**src/design/skfk_pkg.sv**
```systemverilog
// skfk_pkg: shared types, codes and arithmetic helpers for skeleton_forward_kinematics.
// No dependencies; used by skfk_ctrl, skfk_dpath and the top level.
package skfk_pkg;

    // input item function codes
    localparam logic [1:0] FUNC_LOAD_TP = 2'd0;
    localparam logic [1:0] FUNC_LOAD_IB = 2'd1;
    localparam logic [1:0] FUNC_POSE    = 2'd2;

    // quaternion part positions
    localparam logic [1:0] QX = 2'd0;
    localparam logic [1:0] QY = 2'd1;
    localparam logic [1:0] QZ = 2'd2;
    localparam logic [1:0] QW = 2'd3;

    localparam int ACC_W = 36;
    localparam logic signed [ACC_W-1:0] HALF_Q8  = 36'sd128;
    localparam logic signed [ACC_W-1:0] HALF_Q20 = 36'sd524288;
    localparam logic signed [ACC_W-1:0] ONE_Q28  = 36'sd268435456;
    localparam logic signed [ACC_W-1:0] SAT_HI   = 36'sd32767;
    localparam logic signed [ACC_W-1:0] SAT_LO   = -36'sd32768;
    localparam logic signed [15:0]      ONE_Q8   = 16'sd256;

    typedef enum logic [1:0] {
        OP_ROT = 2'd0,
        OP_TP  = 2'd1,
        OP_PW  = 2'd2,
        OP_SK  = 2'd3
    } op_t;

    // controller -> datapath
    typedef struct packed {
        logic       valid;
        op_t        op;
        logic [1:0] r;
        logic [1:0] k;
        logic       out_fire;
        logic [1:0] out_row;
    } cmd_t;

    // datapath -> controller
    typedef struct packed {
        logic pose_ok;
    } sts_t;

    typedef struct packed {
        logic [1:0] pa;
        logic [1:0] pb;
        logic       neg;
    } rterm_t;

    function automatic logic signed [15:0] elem16(input logic [63:0] d, input logic [1:0] c);
        return d[16*c +: 16];
    endfunction

    // round half up by 8 or 20 bits, then saturate to 16 bits
    function automatic logic signed [15:0] rnd_sat(input logic signed [ACC_W-1:0] v,
                                                   input logic wide);
        logic signed [ACC_W-1:0] t;
        logic signed [ACC_W-1:0] sh;
        t  = v + (wide ? HALF_Q20 : HALF_Q8);
        sh = wide ? (t >>> 20) : (t >>> 8);
        if (sh > SAT_HI)
            return 16'sh7fff;
        else if (sh < SAT_LO)
            return 16'sh8000;
        else
            return sh[15:0];
    endfunction

    // rotation entry term (row, col, step): each entry is two doubled products
    function automatic rterm_t rot_term(input logic [1:0] r, input logic [1:0] c,
                                        input logic k);
        rterm_t t;
        t = '{pa: QX, pb: QX, neg: 1'b0};
        case ({r, c, k})
            {2'd0, 2'd0, 1'b0}: t = '{pa: QY, pb: QY, neg: 1'b1};
            {2'd0, 2'd0, 1'b1}: t = '{pa: QZ, pb: QZ, neg: 1'b1};
            {2'd0, 2'd1, 1'b0}: t = '{pa: QX, pb: QY, neg: 1'b0};
            {2'd0, 2'd1, 1'b1}: t = '{pa: QZ, pb: QW, neg: 1'b0};
            {2'd0, 2'd2, 1'b0}: t = '{pa: QX, pb: QZ, neg: 1'b0};
            {2'd0, 2'd2, 1'b1}: t = '{pa: QY, pb: QW, neg: 1'b1};
            {2'd1, 2'd0, 1'b0}: t = '{pa: QX, pb: QY, neg: 1'b0};
            {2'd1, 2'd0, 1'b1}: t = '{pa: QZ, pb: QW, neg: 1'b1};
            {2'd1, 2'd1, 1'b0}: t = '{pa: QX, pb: QX, neg: 1'b1};
            {2'd1, 2'd1, 1'b1}: t = '{pa: QZ, pb: QZ, neg: 1'b1};
            {2'd1, 2'd2, 1'b0}: t = '{pa: QY, pb: QZ, neg: 1'b0};
            {2'd1, 2'd2, 1'b1}: t = '{pa: QX, pb: QW, neg: 1'b0};
            {2'd2, 2'd0, 1'b0}: t = '{pa: QX, pb: QZ, neg: 1'b0};
            {2'd2, 2'd0, 1'b1}: t = '{pa: QY, pb: QW, neg: 1'b0};
            {2'd2, 2'd1, 1'b0}: t = '{pa: QY, pb: QZ, neg: 1'b0};
            {2'd2, 2'd1, 1'b1}: t = '{pa: QX, pb: QW, neg: 1'b1};
            {2'd2, 2'd2, 1'b0}: t = '{pa: QX, pb: QX, neg: 1'b1};
            {2'd2, 2'd2, 1'b1}: t = '{pa: QY, pb: QY, neg: 1'b1};
            default:            t = '{pa: QX, pb: QX, neg: 1'b0};
        endcase
        return t;
    endfunction

endpackage

```
**src/design/skfk_ctrl.sv**
```systemverilog
// skfk_ctrl: sequencer for pose items (rotation, three matrix products, row output).
// Depends on skfk_pkg; drives skfk_dpath through cmd_t.
module skfk_ctrl (
    input  logic                aclk,
    input  logic                aresetn,
    input  logic                s_valid,
    output logic                s_ready,
    output logic                m_valid,
    input  logic                m_ready,
    output logic [1:0]          m_out_row,
    output logic                m_last,
    input  skfk_pkg::sts_t      sts,
    output skfk_pkg::cmd_t      cmd
);

    typedef enum logic [6:0] {
        ST_IDLE  = 7'b0000001,
        ST_ROT   = 7'b0000010,
        ST_TP    = 7'b0000100,
        ST_PW    = 7'b0001000,
        ST_SK    = 7'b0010000,
        ST_DRAIN = 7'b0100000,
        ST_OUT   = 7'b1000000
    } state_t;

    state_t     state_reg, state_next;
    logic [1:0] r_reg, r_next;
    logic [1:0] k_reg, k_next;
    logic       out_fire;

    assign s_ready   = (state_reg == ST_IDLE);
    assign m_valid   = (state_reg == ST_OUT);
    assign m_out_row = r_reg;
    assign m_last    = (r_reg == 2'd3);
    assign out_fire  = m_valid && m_ready;

    always_comb begin
        state_next = state_reg;
        r_next     = r_reg;
        k_next     = k_reg;
        cmd        = '0;
        cmd.r      = r_reg;
        cmd.k      = k_reg;
        cmd.out_row  = r_reg;
        cmd.out_fire = out_fire;
        unique case (state_reg)
            ST_IDLE: begin
                r_next = 2'd0;
                k_next = 2'd0;
                if (s_valid && sts.pose_ok) begin
                    state_next = ST_ROT;
                end
            end
            ST_ROT: begin
                cmd.valid = 1'b1;
                cmd.op    = skfk_pkg::OP_ROT;
                if (k_reg == 2'd1) begin
                    k_next = 2'd0;
                    if (r_reg == 2'd2) begin
                        r_next     = 2'd0;
                        state_next = ST_TP;
                    end else begin
                        r_next = r_reg + 2'd1;
                    end
                end else begin
                    k_next = 2'd1;
                end
            end
            ST_TP, ST_PW, ST_SK: begin
                cmd.valid = 1'b1;
                cmd.op    = (state_reg == ST_TP) ? skfk_pkg::OP_TP :
                            (state_reg == ST_PW) ? skfk_pkg::OP_PW : skfk_pkg::OP_SK;
                k_next    = k_reg + 2'd1;
                if (k_reg == 2'd3) begin
                    r_next = r_reg + 2'd1;
                    if (r_reg == 2'd3) begin
                        state_next = (state_reg == ST_TP) ? ST_PW :
                                     (state_reg == ST_PW) ? ST_SK : ST_DRAIN;
                    end
                end
            end
            ST_DRAIN: begin
                // last skin MAC lands this cycle
                state_next = ST_OUT;
            end
            ST_OUT: begin
                if (out_fire) begin
                    r_next = r_reg + 2'd1;
                    if (r_reg == 2'd3) begin
                        state_next = ST_IDLE;
                    end
                end
            end
            default: begin
                state_next = ST_IDLE;
            end
        endcase
    end

    always_ff @(posedge aclk) begin
        if (!aresetn) begin
            state_reg <= ST_IDLE;
            r_reg     <= 2'd0;
            k_reg     <= 2'd0;
        end else begin
            state_reg <= state_next;
            r_reg     <= r_next;
            k_reg     <= k_next;
        end
    end

`ifndef SYNTHESIS
    a_no_overlap: assert property (@(posedge aclk) disable iff (!aresetn)
        m_valid |-> !s_ready && !cmd.valid)
        else $error("result beat offered while input open or datapath busy");
    a_start: assert property (@(posedge aclk) disable iff (!aresetn)
        (s_valid && s_ready && sts.pose_ok) |=> !s_ready && cmd.valid)
        else $error("pose item accepted without starting sequence");
    a_done: assert property (@(posedge aclk) disable iff (!aresetn)
        (m_valid && m_ready && m_last) |=> s_ready)
        else $error("block not idle after last beat");
`endif

endmodule

```
**config.mk**
```make
export PLATFORM = sky130hd
export DESIGN_NAME = skfk_ctrl
export DESIGN_NICKNAME = d
export VERILOG_FILES = /design/src/design/skfk_pkg.sv /design/src/design/skfk_ctrl.sv
export SDC_FILE = /design/constraint.sdc
export NUM_CORES = 1
export LEC_CHECK = 0
export ABC_CLOCK_PERIOD_IN_PS = 2680
export BUFFER_PORTS_ARGS = -buffer_cell sky130_fd_sc_hd__buf_2
export CAP_MARGIN = 40
export CORE_ASPECT_RATIO = 1.5
export CORE_UTILIZATION = 30
export CTS_CLUSTER_DIAMETER = 60
export DETAILED_ROUTE_END_ITERATION = 10
export PLACE_DENSITY_LB_ADDON = 0.05
export SLEW_MARGIN = 20
export SYNTH_ARGS = -nofsm -noshare
export SYNTH_HDL_FRONTEND = slang
export SYNTH_SLANG_ARGS = --single-unit
export TNS_END_PERCENT = 100
```
**constraint.sdc**
```tcl
create_clock -name aclk -period 2.68 [get_ports aclk]
set_input_delay 0.536 -clock aclk [delete_from_list [all_inputs] [get_ports aclk]]
set_output_delay 0.536 -clock aclk [all_outputs]
set_load 0.05 [all_outputs]
```
### After elaboration in Yosys (flattened, before gate mapping)

Cells that the tools add are included.

| word-level totals | value |
|---|---|
| memories kept | 0 |
| output and inout port bits | 15 |
| bits of input ports | 5 |
| memory bits (read-only) | 0 |
| word-level logic and storage cells | 50 |
| memory bits (writable) | 0 |
| latch bits | 0 |
| register bits after elaboration | 11 |

| operators by class | value |
|---|---|
| magnitude comparators | 0 |
| div/mod/pow operators | 0 |
| equal/unequal tests | 18 |
| bitwise logic cells | 0 |
| $add $sub $neg | 2 |
| reduce and logical (&&, ||, !) cells | 7 |
| shift operators | 0 |
| multipliers | 0 |
| multiplexer cells | 20 |

Operators with widths:

| operator | number |
|---|---|
| two-way mux 7 bit | 7 |
| case mux 7 bit (5 select lines) | 1 |
| two-way mux 6 bit | 2 |
| two-way mux 2 bit | 5 |
| inequality test 2 bit, second input constant | 4 |
| case mux 2 bit (4 select lines) | 1 |
| equality test 7 x 1 -> 1 bit, second input constant | 1 |
| equality test 7 x 2 -> 1 bit, second input constant | 1 |
| equality test 7 x 3 -> 1 bit, second input constant | 1 |
| equality test 7 x 4 -> 1 bit, second input constant | 1 |
| equality test 7 x 5 -> 1 bit, second input constant | 1 |
| equality test 7 x 6 -> 1 bit, second input constant | 1 |
| equality test 7 bit, second input constant | 1 |
| AND reduction 7 bit | 1 |
| equality test 2 bit, second input constant | 3 |
| inequality test 2 x 1 -> 1 bit, second input constant | 3 |
| case mux 2 bit (3 select lines) | 1 |
| case mux 3 bit (2 select lines) | 1 |
| adder 2 x 1 -> 2 bit, second input constant | 2 |
| AND reduction 4 bit | 1 |
| nonzero test 4 bit | 1 |
| nonzero test 3 bit | 1 |
| OR reduction 3 bit | 1 |
| equality test 2 x 1 -> 1 bit, second input constant | 1 |
| other kinds (2) | 4 |

### Logic depth before layout (Yosys ltp)

Gate-level depths: netlist of the first run.

| depth | value |
|---|---|
| word-level depth | 6 |
| mapped depth | 7 |
| depth with buffers taken out | 7 |

### Worst setup path after synthesis of the first run

Ideal clock, no wire load.

| timing path | value |
|---|---|
| path kind | register -> output |
| start point | register state_reg[4] |
| end point | output s_ready |
| path buffers | 1 |
| data required time | 2.144 ns |
| arrival | 2.114 ns |
| slack | 0.030 ns |
| stages on the path, launching flop included | 5 |
| path through | dfxtp_1 buf_6 nor3_4 nand2_1 nor3b_1 |

| on the way | value |
|---|---|
| longest elaborated chain between the ends | 1 |

Ends and longest elaborated chain:

| element | line | RTL |
|---|---|---|
| start, declared | skfk_ctrl.sv:26 | `state_t state_reg, state_next;` |
| start signal, assigned | skfk_ctrl.sv:106 | `state_reg <= state_next;` |
| equality test 7 x 1 -> 1 bit | skfk_ctrl.sv:31 | `assign s_ready = (state_reg == ST_IDLE);` |
| end, declared | skfk_ctrl.sv:7 | `output logic s_ready,` |

Every way passes these cells.

### Final worst setup path of the first run

Same ends and word-level chain as after synthesis.

==> qor.txt, run 1 <==
Vertical die dimension -> 68.3 um
CTS H-tree depth -> 1
Gp weighted congestion -> 0.726
Maximum VDD drop -> 0.606 mV
Total of flip-flops plus latches after synthesis -> 11
Clock tree from TritonCTS -> built
Part of the Yosys area used for sequential elements -> 0.250
Clock latency reported for the late side of the worst-skew pair -> 240 ps
EDFF count, synth -> 0
Period minus WS final -> 2370 ps
Placement Rows -> 23
Total placed cells including tap cells -> 148
Cell with the largest stage delay on the worst path -> dfxtp_1
Hold slack -> 549 ps
Number of clock sinks seen by CTS -> 11
Sequential Power Share -> 0.239
Cell count after synthesis -> 101
Violation count after the first detailed-route iteration -> 25
Critical Path Sink Type -> output pin
Routed length per placed instance -> 12.3 um
Leak pwr -> 0.514 nW
Die width -> 46.2 um
Synthesized area per cell -> 8.71 um^2
Worst-case clock buffer depth -> 2
Instance count along the most critical hold path -> 2
Run status -> complete, no violations
Initial antenna violation count -> 0
Kind of critical path -> reg -> out
Critical-path cell list -> nor3_4, nand2_1, nor3b_1, buf_2
Vias -> 732
Number of CTS-inserted buffers -> 3
Residual DRC count -> 0
Warning count from the yosys run -> 0
Endpoint, Worst Hold -> k_reg[1]$_SDFFE_PN0P_
Largest net degree at the start of global routing -> 12
Clock slew seen by the registers of the worst setup and hold paths -> 50 ps
Internal cell power -> 0.000517 W
CP peak stage delay -> 400 ps
Nets -> 127
Data required time of the critical path -> 2140 ps
Register-to-register path setup slack -> 740 ps
Synth Cell Area -> 880 um^2
Power per unit of standard cell area -> 1040 nW/um^2
Top fanout value on the critical path -> 8
Category of cells accounting for the largest share of critical-path delay -> simple AND/OR/NAND/NOR gates
Worst setup startpoint -> state_reg[4]$_SDFFE_PN0P_
Non-filler instance count after layout -> 152
Number of hold violations in the final report -> 0
Most used flip-flop cell after synthesis -> dfxtp_1
R2R cell count -> 5
Congestion Overflow GR -> 0
Number of flip-flops in the largest register -> 7
Post-cts resize count -> 0
Dpl hpwl -> 1480 um
Setup-violating endpoint count in the final report -> 0
Wire length of the first global-routing pass -> 3070 um
Count of antenna diodes in the layout -> 0
Transition time of the tightest slew-check pin -> 399 ps
Initial core utilization -> 0.322
Setup repair after global routing missed its margin -> false
Logic gate share of total power -> 0.594
Fillcell total -> 288
Area Overhead vs Synth -> 14.1%
Vias per Instance -> 4.82
Worst hold start -> k_reg[1]$_SDFFE_PN0P_
R2R Path End -> m_out_row[1]$_SDFFE_PN0P_
Number of maximum-capacitance constraint violations -> 0
Fraction of synthesis flops using an asynchronous set or reset pin -> 0
Via count of the first global-routing pass -> 721
Setup WS post-layout -> 312 ps
Total count of max-transition violations in the final report -> 0
Pre-CTS setup slack -> 570 ps
Arrival time reported for the critical path endpoint -> 1830 ps
Type of the most critical hold path -> reg -> reg
Leading cell type in the layout, fill and taps excluded -> buf_2
Detailed Routing Iterations Pass 1 -> 4
Mapped Nets -> 112
Clock tree skew after final layout -> 2.11 ps
Overall routing resource usage -> 0.142
Setup TNS -> 0 ps
Master cell of the clock root buffer -> clkbuf_8
Port buffer count -> 19
Switching fraction of total power -> 0.504
Post-route ant nets -> 0
Max transition margin -> 0.733
Highest-count cells in the layout ignoring fill and taps -> buf_2 (19), nand2_1 (12), dfxtp_1 (11)
Highest attainable clock frequency -> 0.422 GHz
Total wire length after detailed routing -> 1870 um
Die Outline Area -> 3160 um^2
Share of the clock period used by the worst path after layout -> 0.883
Number of buffer and inverter instances along the worst setup path -> 1
Count of cell types in the netlist -> 37
Placeable core region -> 2730 um^2
Startpoint types -> flip-flop
# Post-CTS Setup Buffers -> 0
Net switching power of the design -> 0.000525 W
Worst flop-to-flop path startpoint -> state_reg[3]$_SDFFE_PN0P_
Hold buffer count at CTS -> 0
Ratio of cells with drive above 1 in the final layout -> 0.270
Clock Power Share -> 0.168
Number of primary I/O pins -> 20
==> Yosys cell counts, types with 2 or more instances <==
master / number / area share
and2_1: 2 / 0.014
mux2i_1: 4 / 0.046
nor2b_1: 2 / 0.014
buf_4: 5 / 0.043
xor2_1: 2 / 0.020
a21oi_1: 5 / 0.028
inv_1: 9 / 0.038
ha_1: 6 / 0.085
o21ai_0: 4 / 0.023
dfxtp_1: 11 / 0.25
nand3_1: 2 / 0.011
nor3_4: 2 / 0.037
buf_2: 2 / 0.011
nand4_1: 2 / 0.014
o311a_1: 2 / 0.023
nor2_1: 9 / 0.038
nand2_1: 12 / 0.051
==> how the worst max path moves through the flow <==
stage	slack, ps	endpoint	cells past startpoint
after floorplan	30	s_ready	4
after global placement	590	s_ready	4
after detailed placement	570	s_ready	4
after CTS	300	s_ready	4
after global routing	160	s_ready	4
final	310	s_ready	4
==> routing by layer <==
| layer | global-route usage | routed length [um] |
|---|---|---|
| met4 | 0.0993 | 51 |
| met2 | 0.252 | 1010 |
| met5 | 0 | 0 |
| met1 | 0.144 | 770 |
| met3 | 0.0237 | 42 |
==> power by group through the flow <==
stage / Clock (W) / Combinational (W) / Sequential [W]
floorplan: 0 / 0.000518 / 0.000275
global placement: 0 / 0.000631 / 0.000252
detailed placement: 0 / 0.000622 / 0.000254
CTS: 0.000182 / 0.000627 / 0.000250
global route: 0.000186 / 0.000680 / 0.000256
finish: 0.000175 / 0.000619 / 0.000249
==> stage by stage <==
step                      cell area [um^2]  power, W   util
after floorplan                        880  0.000793      -
after global placement                 958  0.000884  0.351
after detailed placement               958  0.000876  0.351
after CTS                             1000   0.00106  0.367
after global routing                  1000   0.00112  0.367
final                                 1000   0.00104  0.367
==> worst min-delay path: cells and delay by family (launching register included) <==
kind | cells | cell delay [ps]
AO/OA/AOI/OAI | 1 | 130
AND/OR/NAND/NOR | 1 | 50
flip-flops | 1 | 330
==> kinds of logic after synthesis <==
group           Yosys count  synth area share
simple gates             40             0.303
compound gates           19             0.168
buf+inv                  18             0.110
flops                    11             0.250
fa+ha+maj                 6            0.0853
mux                       4            0.0455
xor+xnor                  3            0.0384
==> area by class of cell <==
type                       instances  area (um^2)  area share
tap                               37         46.3      0.0461
multi-input combinational         72          563       0.561
timing repair buffer              19         95.1      0.0948
inverter                           9         33.8      0.0337
clock buffer                       4         45.0      0.0449
sequential                        11          220       0.219
Power figures use the tool's default switching activity.
==> run 2, diff against run 1 <==
CORE_UTILIZATION = 40   (was 30)
==> run 2 against run 1 <==
  * Final cell count is 9.9% lower
  * Flip-flop and latch count stayed put
  * Via count is 1.8% higher
  * Critical path type unchanged
  * Clock skew is 1.6 ps higher
  * Global-route usage is 4.9 points higher
  * Fmax is 3.6% lower
  * Worst setup slack worse by 88 ps
  * Sequential power hardly changed
==> qor.txt, run 2 (same netlist as run 1, synthesis figures left out) <==
CTS H-tree depth -> 1
Post-route ant nets -> 0
Dpl hpwl -> 1440 um
Multi-input gate area in the final layout -> 563 um^2
Setup repair after global routing missed its margin -> false
Area Overhead vs Synth -> 9.81%
Top fanout value on the critical path -> 8
Final Instance Area -> 966 um^2
Residual DRC count -> 0
Hold buffer count at CTS -> 0
Register area -> 220 um^2
Count of antenna diodes in the layout -> 0
Master cell of the clock root buffer -> clkbuf_4
Total wire length after detailed routing -> 1890 um
Total count of max-transition violations in the final report -> 0
Initial core utilization -> 0.429
Fillcell total -> 216
# Post-CTS Setup Buffers -> 0
Highest-count cells in the layout ignoring fill and taps -> buf_2 (19), nand2_1 (12), dfxtp_1 (11)
Largest net degree at the start of global routing -> 12
Placed inst area -> 940 um^2
Maximum VDD drop -> 0.473 mV
Met1 layer usage reported by global route -> 0.199
Number of clock sinks seen by CTS -> 11
Kind of critical path -> reg -> out
Placement Rows -> 20
Die Outline Area -> 2390 um^2
Setup TNS -> 0 ps
Nets -> 127
Worst hold start -> k_reg[1]$_SDFFE_PN0P_
Routed length per placed instance -> 13.8 um
Worst setup startpoint -> state_reg[4]$_SDFFE_PN0P_
Leading cell type in the layout, fill and taps excluded -> buf_2
Via count of the first global-routing pass -> 684
Share of the clock period used by the worst path after layout -> 0.916
Period minus WS final -> 2460 ps
Clock latency reported for the late side of the worst-skew pair -> 280 ps
Post-cts resize count -> 0
Clock tree skew after final layout -> 3.71 ps
Ratio of cells with drive above 1 in the final layout -> 0.270
Run status -> complete, no violations
Placeable core region -> 2050 um^2
Wire length of the first global-routing pass -> 2990 um
Die width -> 40.3 um
Data required time of the critical path -> 2140 ps
Arrival time reported for the critical path endpoint -> 1920 ps
Number of maximum-capacitance constraint violations -> 0
Number of primary I/O pins -> 20
Vertical die dimension -> 59.4 um
Clock tree from TritonCTS -> built
Leak pwr -> 0.506 nW
Port buffer count -> 19
Type of the most critical hold path -> reg -> reg
Number of hold violations in the final report -> 0
Max transition margin -> 0.727
Critical Path Sink Type -> output pin
Startpoint types -> flip-flop
Vias -> 745
Vias per Instance -> 5.44
Grt peak-use layer -> met2
Worst flop-to-flop path startpoint -> state_reg[2]$_SDFFE_PN0P_
Setup-violating endpoint count in the final report -> 0
Met2 Track Usage GR -> 0.325
Congestion Overflow GR -> 0
Detailed Routing Iterations Pass 1 -> 4
Power per unit of standard cell area -> 1030 nW/um^2
Transition time of the tightest slew-check pin -> 408 ps
Violation count after the first detailed-route iteration -> 18
Overall routing resource usage -> 0.191
Worst-case clock buffer depth -> 2
Gp weighted congestion -> 0.844
Highest attainable clock frequency -> 0.407 GHz
Clock slew seen by the registers of the worst setup and hold paths -> 70 ps
Number of flip-flops in the largest register -> 7
Number of CTS-inserted buffers -> 3
Met3 demand-to-capacity share in global routing -> 0.0338
Initial antenna violation count -> 0
-- run 2: changes by cell type in the layout (fill, tap and decap cells not counted) --
cell | previous run | this run
clkbuf_4 | 0 | 3
clkbuf_8 | 3 | 0
-- run 2: final cells by class --
cell class                      instances  area share
Multi-Input combinational cell         72       0.583
Sequential cell                        11       0.228
Timing Repair Buffer                   19      0.0984
Inverter                                9      0.0350
Tap cell                               22      0.0285
Clock buffer                            4      0.0272
-- run 2: per-layer routing --
layer / share of wire / vias up
li1: - / 373
met5: 0 / -
met4: 0.029 / 0
met3: 0.029 / 5
met1: 0.42 / 354
met2: 0.53 / 13
-- run 2: final timing paths --
| check | cells after the start | slack [ps] | endpoint |
|---|---|---|---|
| setup / recovery | 4 | 220 | s_ready |
| hold / removal | 2 | 540 | k_reg[1]$_SDFFE_PN0P_ |
| setup reg to reg | 5 | 710 | m_out_row[1]$_SDFFE_PN0P_ |
| hold reg to reg | 2 | 540 | k_reg[1]$_SDFFE_PN0P_ |
-- run 2: critical path, cell delays in order, from the launching register on --
cell	delay [ps]
dfxtp_1	410
nor3_4	400
nand2_1	140
nor3b_1	350
buf_2	330
-- run 2: stage by stage --
step	hold WS, ps	total power (W)	worst slack [ps]	cells	utilization
after global placement	535	0.000878	604	133	0.458
after floorplan	550	0.000793	30.1	101	-
after global routing	562	0.00106	133	137	0.471
after detailed placement	532	0.000885	555	133	0.458
after CTS	546	0.00101	235	137	0.471
final	544	0.000995	224	137	0.471
-- run 2: report_power, final --
part	leakage [nW]	switching (W)	internal, W
combinational	0.402	0.000408	0.000217
sequential	0.0895	0.0000552	0.000194
clock	0.0150	0.0000626	0.0000580
==> run 3, diff against run 2 <==
BUFFER_PORTS_ARGS = default   (was -buffer_cell sky130_fd_sc_hd__buf_2)
CORE_ASPECT_RATIO = default   (was 1.5)
CORE_UTILIZATION = 51   (was 40)
DONT_BUFFER_PORTS = 1   (was default)
==> run 3 against run 2 <==
  * The run now ends with design-rule violations left
  * Clock power fell by 5%
  * Die area fell by 21%
  * Cell area fell by 2.2%
  * Hold slack got worse by 160 ps
  * Total power fell by 1.5%
  * Global-route usage rose by 1.3 points
  * Count of clock-buffer cells in the layout did not move
  * First-iteration DRC count fell by 17%
  * Final cell count fell by 11%
  * Fmax rose by 9.9%
  * Flip-flop and latch count did not move
  * Sequential share of layout area rose by 0.65 points
==> qor.txt, run 3 (same netlist as run 1, synthesis figures left out) <==
Data required time of the critical path -> 2140 ps
Leading cell type in the layout, fill and taps excluded -> nand2_1
Setup TNS -> 0 ps
Share of the clock period used by the worst path after layout -> 0.834
Fillcell total -> 148
Switching fraction of total power -> 0.520
Vertical die dimension -> 43.5 um
Residual DRC count -> 8
Logic gate share of total power -> 0.635
Die width -> 43.5 um
Setup-violating endpoint count in the final report -> 0
Detailed Routing Iterations Pass 1 -> 7
Number of flip-flops in the largest register -> 7
Port buffer count -> 0
Number of clock sinks seen by CTS -> 11
Number of hold violations in the final report -> 0
Number of maximum-capacitance constraint violations -> 0
Ratio of cells with drive above 1 in the final layout -> 0.226
Placeable core region -> 1560 um^2
Pre-CTS setup slack -> 754 ps
R2R cell count -> 5
Leak pwr -> 0.468 nW
Number of CTS-inserted buffers -> 3
Gp weighted congestion -> 0.777
Instance count along the most critical hold path -> 1
Routed length per placed instance -> 13.2 um
Via count of the first global-routing pass -> 615
Clock latency reported for the late side of the worst-skew pair -> 270 ps
Number of primary I/O pins -> 20
Dpl hpwl -> 1280 um
Sequential Power Share -> 0.248
Vias per Instance -> 5.70
Power per unit of standard cell area -> 1040 nW/um^2
Initial core utilization -> 0.564
Nets -> 118
Max transition margin -> 0.686
Type of the most critical hold path -> in -> reg
Wire length of the first global-routing pass -> 2790 um
Post-route ant nets -> 0
Net switching power of the design -> 0.000510 W
Total wire length after detailed routing -> 1610 um
Highest attainable clock frequency -> 0.448 GHz
Top fanout value on the critical path -> 8
Critical Path Sink Type -> output pin
Period minus WS final -> 2230 ps
Transition time of the tightest slew-check pin -> 470 ps
Highest-count cells in the layout ignoring fill and taps -> nand2_1 (12), dfxtp_1 (10), buf_4 (10)
Post-cts resize count -> 0
Violations in the final reports -> design-rule violations
Clock slew seen by the registers of the worst setup and hold paths -> 70 ps
Largest net degree at the start of global routing -> 12
Die Outline Area -> 1890 um^2
Setup repair after global routing missed its margin -> false
Count of antenna diodes in the layout -> 0
Total chip power -> 0.000980 W
Internal cell power -> 0.000471 W
Setup WS post-layout -> 446 ps
Hold slack -> 383 ps
Hold buffer count at CTS -> 0
Vias -> 696
Core occupancy in the finished layout -> 0.606
Arrival time reported for the critical path endpoint -> 1700 ps
Total count of max-transition violations in the final report -> 0
Overall routing resource usage -> 0.203
Maximum VDD drop -> 0.538 mV
Violation count after the first detailed-route iteration -> 15
Master cell of the clock root buffer -> clkbuf_4
Placement Rows -> 14
Startpoint types -> flip-flop
Area Overhead vs Synth -> 7.40%
Run status -> finished with violations
Worst-case clock buffer depth -> 2
CTS H-tree depth -> 1
Clock Power Share -> 0.117
Clock tree skew after final layout -> 7.70 ps
Kind of critical path -> reg -> out
Initial antenna violation count -> 0
# Post-CTS Setup Buffers -> 0
Clock tree from TritonCTS -> built
Congestion Overflow GR -> 0
## run 3: power by group through the flow
stage | Combinational (W) | Clock, W | Sequential [W]
5_1_grt | 0.000672 | 0.000128 | 0.000250
3_5_place_dp | 0.000618 | 0 | 0.000249
6_report | 0.000622 | 0.000115 | 0.000243
2_1_floorplan | 0.000518 | 0 | 0.000275
4_1_cts | 0.000622 | 0.000121 | 0.000244
3_3_place_gp | 0.000619 | 0 | 0.000246
## run 3: final cells by class
cell class,count,area (um^2),share of cell area
clock buffers,4,26.3,0.0278
inverters,9,33.8,0.0358
multi-input cells,72,568,0.601
flip-flops and latches,11,221,0.234
well taps,16,20.0,0.0212
repair buffers,10,75.1,0.0795
## run 3: metal layers
| metal | GRT usage | wire [um] |
|---|---|---|
| met1 | 0.288 | 822 |
| met2 | 0.285 | 688 |
| met3 | 0.0458 | 73 |
| met4 | 0.113 | 29 |
| met5 | 0 | 0 |
## run 3: final timing paths
check	slack, ps	to	startpoint
worst min-delay path	380	m_out_row[0]$_SDFFE_PN0P_	aresetn
worst max register to register	740	m_out_row[1]$_SDFFE_PN0P_	state_reg[4]$_SDFFE_PN0P_
worst max-delay path	450	s_ready	state_reg[4]$_SDFFE_PN0P_
worst min register to register	550	k_reg[1]$_SDFFE_PN0P_	k_reg[1]$_SDFFE_PN0P_
## run 3: per-stage QoR
step | std cells | area, um^2
after global routing | 122 | 945
final | 122 | 945
after global placement | 118 | 918
after detailed placement | 118 | 918
after CTS | 122 | 945
after floorplan | 101 | 880
## run 3: critical path, stage by stage (launching register included)
cell and delay, ps:
dfxtp_1 410, nor3_4 380, nand2_1 150, nor3b_2 250, buf_4 240
